### src/design/site_population_statistics_assert.svh
// assertion macros for the site population statistics block
`ifndef SITE_POPULATION_STATISTICS_ASSERT_SVH
`define SITE_POPULATION_STATISTICS_ASSERT_SVH

// condition holds in the same cycle as the trigger
`define SPS_ASSERT_SAME(label, trig, cond) \
    label: assert property (@(posedge clk) disable iff (!rst_n) (trig) |-> (cond)) \
        else $error("sps assertion failed");

// condition holds in the cycle after the trigger
`define SPS_ASSERT_NEXT(label, trig, cond) \
    label: assert property (@(posedge clk) disable iff (!rst_n) (trig) |=> (cond)) \
        else $error("sps assertion failed");

`endif

### src/design/sps_pkg.sv
// package: constants, types and helper functions of the site population statistics block
`default_nettype none

package sps_pkg;

    localparam int GENE_W      = 64;
    localparam int FLAG_W      = 10;
    localparam int CNT_W       = 17;
    localparam int IDX_W       = 4;
    localparam int NUM_CLASSES = 4;
    localparam int NUM_FLAGS   = 10;
    localparam int NUM_STATS   = 1 + NUM_CLASSES + NUM_FLAGS;
    localparam int CNT_MAX     = 131071;

    localparam int FRAME_SITES_MAX_DEF = 65536;

    // statistic slots
    localparam int STAT_LIVE   = 0;
    localparam int STAT_CLASS0 = 1;
    localparam int STAT_FLAG0  = STAT_CLASS0 + NUM_CLASSES;

    localparam logic [IDX_W-1:0] STAT_IDX_FIRST = IDX_W'(STAT_LIVE);
    localparam logic [IDX_W-1:0] STAT_IDX_LAST  = IDX_W'(NUM_STATS - 1);

    // class modes
    localparam logic MODE_QUARTER = 1'b0;
    localparam logic MODE_MOD4    = 1'b1;

    typedef logic [NUM_STATS-1:0][CNT_W-1:0] sps_stats_t;

    typedef struct packed {
        logic              alive;
        logic              last;
        logic [FLAG_W-1:0] flags;
        logic [GENE_W-1:0] gene;
    } sps_site_t;

    // population count as a six-level adder tree
    function automatic logic [6:0] popcount64(input logic [GENE_W-1:0] x);
        logic [1:0] l1 [32];
        logic [2:0] l2 [16];
        logic [3:0] l3 [8];
        logic [4:0] l4 [4];
        logic [5:0] l5 [2];
        for (int i = 0; i < 32; i++)
        begin
            l1[i] = {1'b0, x[2*i]} + {1'b0, x[2*i+1]};
        end
        for (int i = 0; i < 16; i++)
        begin
            l2[i] = {1'b0, l1[2*i]} + {1'b0, l1[2*i+1]};
        end
        for (int i = 0; i < 8; i++)
        begin
            l3[i] = {1'b0, l2[2*i]} + {1'b0, l2[2*i+1]};
        end
        for (int i = 0; i < 4; i++)
        begin
            l4[i] = {1'b0, l3[2*i]} + {1'b0, l3[2*i+1]};
        end
        for (int i = 0; i < 2; i++)
        begin
            l5[i] = {1'b0, l4[2*i]} + {1'b0, l4[2*i+1]};
        end
        return {1'b0, l5[0]} + {1'b0, l5[1]};
    endfunction

    // gene class from the popcount
    function automatic logic [1:0] gene_class(input logic mode, input logic [6:0] p);
        logic [1:0] cls;
        unique case (mode)
            MODE_MOD4:    cls = p[1:0];
            MODE_QUARTER: cls = p[6] ? 2'd3 : p[5:4]; // full word clamps to 63
            default:      cls = p[1:0];
        endcase
        return cls;
    endfunction

endpackage

`default_nettype wire

### src/design/sps_counters.sv
// saturating frame counters: live, per gene class and per flag bit
`default_nettype none

module sps_counters #(
    parameter int FRAME_SITES_MAX = sps_pkg::FRAME_SITES_MAX_DEF
) (
    input  wire logic               clk,
    input  wire logic               rst_n,
    input  wire logic               class_mode,
    input  wire logic               go,
    input  wire sps_pkg::sps_site_t site,
    output sps_pkg::sps_stats_t     stats_next
);
    import sps_pkg::*;

    localparam int CAP_INT = (FRAME_SITES_MAX > CNT_MAX) ? CNT_MAX : FRAME_SITES_MAX;
    localparam logic [CNT_W-1:0] SAT_CAP = CNT_W'(CAP_INT);

    sps_stats_t cnt_reg;
    sps_stats_t cnt_next;
    logic [NUM_STATS-1:0] inc;
    logic [1:0] cls;

    always_comb
    begin
        cls = gene_class(class_mode, popcount64(site.gene));
        inc = '0;
        inc[STAT_LIVE] = site.alive;
        for (int c = 0; c < NUM_CLASSES; c++)
        begin
            inc[STAT_CLASS0 + c] = site.alive && (cls == 2'(c));
        end
        for (int f = 0; f < NUM_FLAGS; f++)
        begin
            inc[STAT_FLAG0 + f] = site.flags[f];
        end
        for (int k = 0; k < NUM_STATS; k++)
        begin
            stats_next[k] = (inc[k] && (cnt_reg[k] < SAT_CAP)) ? cnt_reg[k] + 1'b1
                                                                : cnt_reg[k];
        end
        // the frame closes on a last site: counters restart from zero
        if (go)
            cnt_next = site.last ? '0 : stats_next;
        else
            cnt_next = cnt_reg;
    end

    always_ff @(posedge clk or negedge rst_n)
    begin
        if (!rst_n)
            cnt_reg <= '0;
        else
            cnt_reg <= cnt_next;
    end

endmodule

`default_nettype wire

### src/design/site_population_statistics.sv
// top level of the site population statistics block
//
//  channel | direction | handshake          | payload
//  --------+-----------+--------------------+-----------------------------------
//  in      | in        | in_valid / in_stall | alive, gene, step_flags, last_site
//  out     | out       | out_valid/out_stall | stat_index, stat_value, last_stat
//  cfg     | in        | cfg_we             | cfg_data (class_mode)
//
// one site per cycle while in_stall is low: a site is registered, then counted
// a last site hands its frame's 15 statistics to an output shift register,
// which sends one per cycle while out_stall is low; a second last site waits
// in the input register while the previous frame's statistics still drain
// reset clears the counters and control at once, no clearing pass
`default_nettype none
`include "site_population_statistics_assert.svh"

module site_population_statistics #(
    parameter int FRAME_SITES_MAX = sps_pkg::FRAME_SITES_MAX_DEF
) (
    input  wire logic                       clk,
    input  wire logic                       rst_n,
    input  wire logic                       cfg_we,
    input  wire logic                       cfg_data,
    input  wire logic                       in_valid,
    output logic                            in_stall,
    input  wire logic                       alive,
    input  wire logic [sps_pkg::GENE_W-1:0] gene,
    input  wire logic [sps_pkg::FLAG_W-1:0] step_flags,
    input  wire logic                       last_site,
    output logic                            out_valid,
    input  wire logic                       out_stall,
    output logic [sps_pkg::IDX_W-1:0]       stat_index,
    output logic [sps_pkg::CNT_W-1:0]       stat_value,
    output logic                            last_stat
);
    import sps_pkg::*;

    localparam int CAP_INT = (FRAME_SITES_MAX > CNT_MAX) ? CNT_MAX : FRAME_SITES_MAX;
    localparam logic [CNT_W-1:0] SAT_CAP = CNT_W'(CAP_INT);

    logic             class_mode_reg;
    logic             s1_valid_reg, s1_valid_next;
    sps_site_t        s1_site_reg;
    logic             out_busy_reg, out_busy_next;
    logic [IDX_W-1:0] out_idx_reg, out_idx_next;
    sps_stats_t       snap_reg, snap_next;
    sps_stats_t       stats_next;

    logic in_xfer, out_xfer, snap_free, s1_go, snap_load;

    assign out_xfer  = out_busy_reg && !out_stall;
    assign snap_free = !out_busy_reg || (out_xfer && (out_idx_reg == STAT_IDX_LAST));
    assign s1_go     = s1_valid_reg && (!s1_site_reg.last || snap_free);
    assign snap_load = s1_go && s1_site_reg.last;
    assign in_stall  = s1_valid_reg && !s1_go;
    assign in_xfer   = in_valid && !in_stall;

    assign out_valid  = out_busy_reg;
    assign stat_index = out_idx_reg;
    assign stat_value = snap_reg[0];
    assign last_stat  = (out_idx_reg == STAT_IDX_LAST);

    sps_counters #(
        .FRAME_SITES_MAX (FRAME_SITES_MAX)
    ) u_counters (
        .clk        (clk),
        .rst_n      (rst_n),
        .class_mode (class_mode_reg),
        .go         (s1_go),
        .site       (s1_site_reg),
        .stats_next (stats_next)
    );

    always_comb
    begin
        s1_valid_next = in_xfer ? 1'b1 : (s1_go ? 1'b0 : s1_valid_reg);

        priority if (snap_load)
        begin
            out_busy_next = 1'b1;
            out_idx_next  = STAT_IDX_FIRST;
            snap_next     = stats_next;
        end
        else if (out_xfer)
        begin
            out_busy_next = (out_idx_reg != STAT_IDX_LAST);
            out_idx_next  = out_idx_reg + 1'b1;
            // shift the next statistic to the head
            for (int k = 0; k < NUM_STATS - 1; k++)
            begin
                snap_next[k] = snap_reg[k+1];
            end
            snap_next[NUM_STATS-1] = '0;
        end
        else
        begin
            out_busy_next = out_busy_reg;
            out_idx_next  = out_idx_reg;
            snap_next     = snap_reg;
        end
    end

    always_ff @(posedge clk or negedge rst_n)
    begin
        if (!rst_n)
        begin
            class_mode_reg <= MODE_QUARTER;
            s1_valid_reg   <= 1'b0;
            out_busy_reg   <= 1'b0;
            out_idx_reg    <= STAT_IDX_FIRST;
        end
        else
        begin
            if (cfg_we)
                class_mode_reg <= cfg_data;
            s1_valid_reg <= s1_valid_next;
            out_busy_reg <= out_busy_next;
            out_idx_reg  <= out_idx_next;
        end
    end

    always_ff @(posedge clk)
    begin
        if (in_xfer)
        begin
            s1_site_reg.alive <= alive;
            s1_site_reg.last  <= last_site;
            s1_site_reg.flags <= step_flags;
            s1_site_reg.gene  <= gene;
        end
        snap_reg <= snap_next;
    end

    // statistics of a frame go out in index order without gaps in numbering
    `SPS_ASSERT_NEXT(a_idx_step, out_valid && !out_stall && !last_stat,
        out_valid && (stat_index == $past(stat_index) + 1'b1))
    // after the final statistic the next frame starts at index zero
    `SPS_ASSERT_NEXT(a_frame_restart, out_valid && !out_stall && last_stat,
        !out_valid || (stat_index == STAT_IDX_FIRST))
    // the input waits only behind a frame that is still draining
    `SPS_ASSERT_SAME(a_stall_cause, in_stall, out_valid)
    // counts never pass the saturation cap
    `SPS_ASSERT_SAME(a_value_cap, out_valid, stat_value <= SAT_CAP)

endmodule

`default_nettype wire
### config.mk
export PLATFORM = sky130hd
export DESIGN_NAME = site_population_statistics
export DESIGN_NICKNAME = d
export VERILOG_FILES = /design/src/design/sps_pkg.sv /design/src/design/sps_counters.sv /design/src/design/site_population_statistics.sv
export VERILOG_INCLUDE_DIRS = /design/src /design/src/design
export SDC_FILE = /design/constraint.sdc
export NUM_CORES = 1
export LEC_CHECK = 0
export BUFFER_PORTS_ARGS = -buffer_cell sky130_fd_sc_hd__buf_2
export CAP_MARGIN = 20
export CORE_MARGIN = 1
export CORE_UTILIZATION = 40
export DETAILED_ROUTE_END_ITERATION = 16
export PLACE_DENSITY_LB_ADDON = 0.08
export SYNTH_ARGS = -nofsm -noshare
export SYNTH_HDL_FRONTEND = slang
export SYNTH_HIERARCHICAL = 1
export SYNTH_SLANG_ARGS = --single-unit
### constraint.sdc
create_clock -name clk -period 17.25 [get_ports clk]
set_input_delay 0.8625 -clock clk [delete_from_list [all_inputs] [get_ports clk]]
set_output_delay 0.8625 -clock clk [all_outputs]
set_load 0.02 [all_outputs]
* Word level (Yosys, flattened, before mapping)
Index checks and enable logic that the tools add are counted.
Word-level totals: register bits after elaboration 593, latch bits 0, bits in writable memories 0, memory bits (read-only) 0, word-level logic and storage cells 199, memories kept 0
Operators by class: add/subtract/negate cells 79, multipliers 0, div/mod/pow operators 0, magnitude comparators 15, equal/unequal tests 5, shifts and indexed selects 0, muxes and demuxes 26, bitwise operators 1, reduce and logical (&&, ||, !) cells 35
Operator list (count):
- 2-to-1 mux 255 bit | 3
- adder 17 x 1 -> 17 bit, second input constant | 15
- < comparator 17 bit, second input constant | 15
- 2-to-1 mux 17 bit | 15
- adder 1 x 1 -> 2 bit | 32
- adder 2 x 2 -> 3 bit | 16
- adder 3 x 3 -> 4 bit | 8
- logical AND 1 bit | 25
- adder 4 x 4 -> 5 bit | 4
- adder 5 x 5 -> 6 bit | 2
- 2-to-1 mux 4 bit | 2
- adder 6 x 6 -> 7 bit | 1
- logical NOT 1 bit | 5
- adder 4 x 1 -> 4 bit, second input constant | 1
- equality test 2 bit, second input constant | 2
- equality test 4 bit, second input constant | 1
- 2-to-1 mux 1 bit | 4
- inequality test 4 bit, second input constant | 1
- one-hot mux 2 bit (2 select lines) | 1
- nonzero test 2 bit | 2
- equality test 2 x 1 -> 1 bit, second input constant | 1
- logical NOT 2 bit | 1
- logical OR 1 bit | 2
- 2-to-1 mux 2 bit | 1
- inverter 1 bit | 1

* Logic depth before layout (Yosys ltp)
depth after elaboration 13, mapped depth 26, mapped depth without buffers 24

* Modules after synthesis
Netlist, hierarchy kept.
By module, submodules not included:
- sps_counters | times used 1, cells an instance 2010, area each 17854.6 um^2, seq. area each 6381.1 um^2
- site_population_statistics | times used 1, cells an instance 677, area each 14686.6 um^2, seq. area each 10114.7 um^2

* Worst setup path after synthesis
No wires, ideal clock.
path kind in2reg, from input out_stall, to register snap_reg[100] in the netlist's numbering (enable), data arrival time 5185 ps, data required time 15280 ps, setup slack 10095 ps, stages 2, path buffers 0, path through nand2b_1 > nand2_1
On the way: longest elaborated chain between the ends 8
RTL lines:
- from (decl) | RTL line site_population_statistics.sv:31 | input wire logic out_stall,
- logical NOT 1 bit (*) | RTL line site_population_statistics.sv:51 | assign out_xfer = out_busy_reg && !out_stall;
- logical AND 1 bit (*) | RTL line site_population_statistics.sv:51
- logical AND 1 bit | RTL line site_population_statistics.sv:52 | assign snap_free = !out_busy_reg || (out_xfer && (out_idx_reg == STAT_IDX_LAST));
- logical OR 1 bit | RTL line site_population_statistics.sv:52
- logical OR 1 bit | RTL line site_population_statistics.sv:53 | assign s1_go = s1_valid_reg && (!s1_site_reg.last || snap_free);
- logical AND 1 bit | RTL line site_population_statistics.sv:53
- logical AND 1 bit | RTL line site_population_statistics.sv:54 | assign snap_load = s1_go && s1_site_reg.last;
- nonzero test 2 bit (no source line) (*)
- to (signal assigned) | RTL line site_population_statistics.sv:131 | snap_reg <= snap_next;
- to (decl) | RTL line site_population_statistics.sv:46 | sps_stats_t snap_reg, snap_next;
Every way passes the cells marked *; elsewhere a longest branch is shown, timed or not. A chain may end at the register's enable or synchronous reset.

==> impl_metrics.tcl <==
set metrics [dict create \
    powerDensity_nw_per_um2 187 \
    critPathRequiredTime_ns 17.60 \
    synth_area_um2 32500 \
    rsz0062_at_grt "no" \
    relSlewSlack 0.236 \
    grt_pass1_wl_um 127000 \
    htree_levels 3 \
    synthCells 2687 \
    cts_hold_buf 0 \
    syn_nets 2855 \
    end_kind "register" \
    hpwl_um 49400 \
    drc_errors 0 \
    syn2layout_area_growth_pct 10.7 \
    post_cts_buffers 0 \
    p_int_w 0.00375 \
    clockBufferDepth 3 \
    holdCritPathClass "primary input to asynchronous set/reset pin" \
    grt_usage 0.196 \
    dieWidth_um 287 \
    antenna_found_initial 0 \
    drtPass1Iterations 5 \
    synth_edf_count 331 \
    tritoncts "built" \
    initial_utilization 0.404 \
    port-buffer-count 105 \
    p_comb_frac 0.486 \
    place_congestion 0.802 \
    post-route-period-util 0.449 \
    die_y_um 287 \
    grt_pass1_vias 21500 \
    crit_fanout 28 \
    grt_overflow 0 \
    cts_resized 0 \
    period_needed_ns 7.75 \
    syn_area_per_cell_um2 12.1 \
    routed_wl_um 80100 \
    setup_tns_ns 0 \
    num_vias 21100 \
    worstPathArrival_ns 8.09 \
    final_nets 2893 \
    io_pins 106 \
    max_freq_mhz 129 \
    crit_path_start_kind "register" \
    r2r_slack_ns 9.50 \
    vias_per_cell 5.47 \
    ant_nets 0 \
    drt_first_iter_violations 1409 \
    ir_drop_mv 0.814 \
    grt_max_degree 118 \
    p_clk_frac 0.237 \
    cts_inserted_buffers 73 \
    final_common_cell "edfxtp_1" \
    finalSetupViolCount 0 \
    drv_cap 0 \
    final_hold_viol_count 0 \
    largest_reg_flops 255 \
    path_class "register to register" \
    synth-seq-area-share 0.507 \
    synthFlopType "edfxtp_1" \
    skew_ns 0.0231 \
    setup_ws_ns 9.50 \
    dieArea_um2 82500 \
    r2r-start "s1_site_reg[17]" \
    synth-seq-cells 593 \
    async_flop_share 0.442 \
    worstRegToRegCells 23 \
    final_cell_mix "edfxtp_1 (331), dfrtp_1 (262), mux2_4 (230), nand2_1 (214), xnor2_1 (165)" \
    outcome "finished clean" \
    yosysWarningCount 6 \
    path_clk_slew_ns 0.06 \
    ys_types 75 \
    p_seq_frac 0.277 \
    diodes 0 \
    fill_cells 7364 \
    worstMarginPinSlew_ns 1.15 \
    power.leakage_nw 14.8 \
    num_rows 104 \
    switching_share 0.442 \
    place_ws_ns 9.51 \
    clock-root-buffer "clkbuf_16" \
    layout-drive-gt1-share 0.186 \
    drt-wirelength-per-cell_um 20.8 \
    power.switching_w 0.00297 \
    clk_latency_ns 0.61 \
    core_um2 80500 \
    cts_sinks 593 \
    regToRegEndpoint "snap_reg[78]" \
    drv_slew 0 \
]
-- cell usage after synthesis (17+ instances only) --
master / n / share of area
a22o_1: 71 / 0.019
fa_1: 54 / 0.033
a21oi_1: 42 / 0.0065
o2bb2ai_1: 23 / 0.0062
nor3_1: 50 / 0.0077
nand3_1: 112 / 0.017
buf_12: 25 / 0.015
xnor2_1: 165 / 0.044
o31ai_1: 50 / 0.012
ha_1: 32 / 0.012
edfxtp_1: 331 / 0.31
nand4_1: 68 / 0.013
mux2_2: 17 / 0.0059
buf_4: 17 / 0.0039
clkbuf_1: 114 / 0.013
inv_1: 153 / 0.018
nor2b_1: 26 / 0.0050
mux2i_1: 21 / 0.0065
and3_1: 43 / 0.0083
and2_1: 28 / 0.0054
a31oi_1: 24 / 0.0046
mux2_4: 230 / 0.11
xor2_1: 59 / 0.016
nor2_1: 88 / 0.010
dfrtp_1: 262 / 0.20
o21ai_0: 122 / 0.019
nand2_1: 216 / 0.025
and4_1: 17 / 0.0046
nor4_1: 31 / 0.0060
-- cell families after synthesis --
| logic type | share of synthesized area |
|---|---|
| buf+inv | 0.0530 |
| simple gates | 0.117 |
| compound gates | 0.0983 |
| flops | 0.507 |
| mux | 0.118 |
| fa+ha+maj | 0.0455 |
| xor+xnor | 0.0603 |
-- area by class of cell --
class / count / area (um^2) / area share
sequential: 593 / 16500 / 0.458
multi-input combinational: 1767 / 14400 / 0.399
clock buffer: 113 / 2190 / 0.0609
tap: 1060 / 1330 / 0.0368
timing repair buffer: 136 / 778 / 0.0216
inverter: 154 / 583 / 0.0162
clock inverter: 23 / 290 / 0.00806
-- per-stage QoR --
step                hold slack, ns  total power, W  cells  utilization  instance area [um^2]
global route                 0.312         0.00717   3846        0.447                 36000
global placement             0.492         0.00504   3709        0.416                 33500
CTS                          0.304         0.00677   3846        0.447                 36000
finish                       0.247         0.00672   3846        0.447                 36000
detailed placement           0.516         0.00513   3710        0.417                 33500
floorplan                    0.472         0.00423   2687            -                 32500
-- metal layers --
metal / share of wire / vias up / routed length [um] / track usage
met1: 0.48 / 10700 / 38200 / 0.275
met2: 0.47 / 388 / 37800 / 0.323
met3: 0.034 / 100 / 2700 / 0.0256
li1: - / 9885 / - / -
met5: 0 / - / 0 / 0
met4: 0.018 / 0 / 1440 / 0.0452
-- worst max-delay path by stage --
stage,slack [ns],endpoint,from
after floorplan,10.10,snap_reg[100],out_stall
after global placement,9.61,snap_reg[78],s1_site_reg[17]
after detailed placement,9.51,snap_reg[78],s1_site_reg[17]
after CTS,9.45,snap_reg[78],s1_site_reg[17]
after global routing,9.26,snap_reg[78],s1_site_reg[17]
final,9.50,snap_reg[78],s1_site_reg[17]
-- power by group through the flow --
stage / sequential, W / combinational, W / clock, W
4_1_cts: 0.00186 / 0.00327 / 0.00164
3_5_place_dp: 0.00189 / 0.00325 / 0
3_3_place_gp: 0.00188 / 0.00316 / 0
2_1_floorplan: 0.00184 / 0.00239 / 0
6_report: 0.00186 / 0.00327 / 0.00159
5_1_grt: 0.00189 / 0.00359 / 0.00169
-- worst max-delay path: stages (launching register included) --
cell and delay [ns]:
edfxtp_1 0.40, fa_1 0.55, inv_1 0.05, fa_1 0.51, inv_1 0.06, fa_1 0.48, inv_1 0.05, fa_1 0.49
fa_1 0.55, fa_1 0.43, fa_1 0.51, fa_1 0.40, inv_1 0.06, ha_1 0.18, inv_1 0.07, fa_1 0.37
and3b_1 0.23, or2_1 0.14, o221ai_2 0.11, buf_4 0.27, or4_1 0.70, or3_1 0.44, xnor2_1 0.14, mux2_4 0.26
Note: power is estimated with default switching activity, not from simulation.
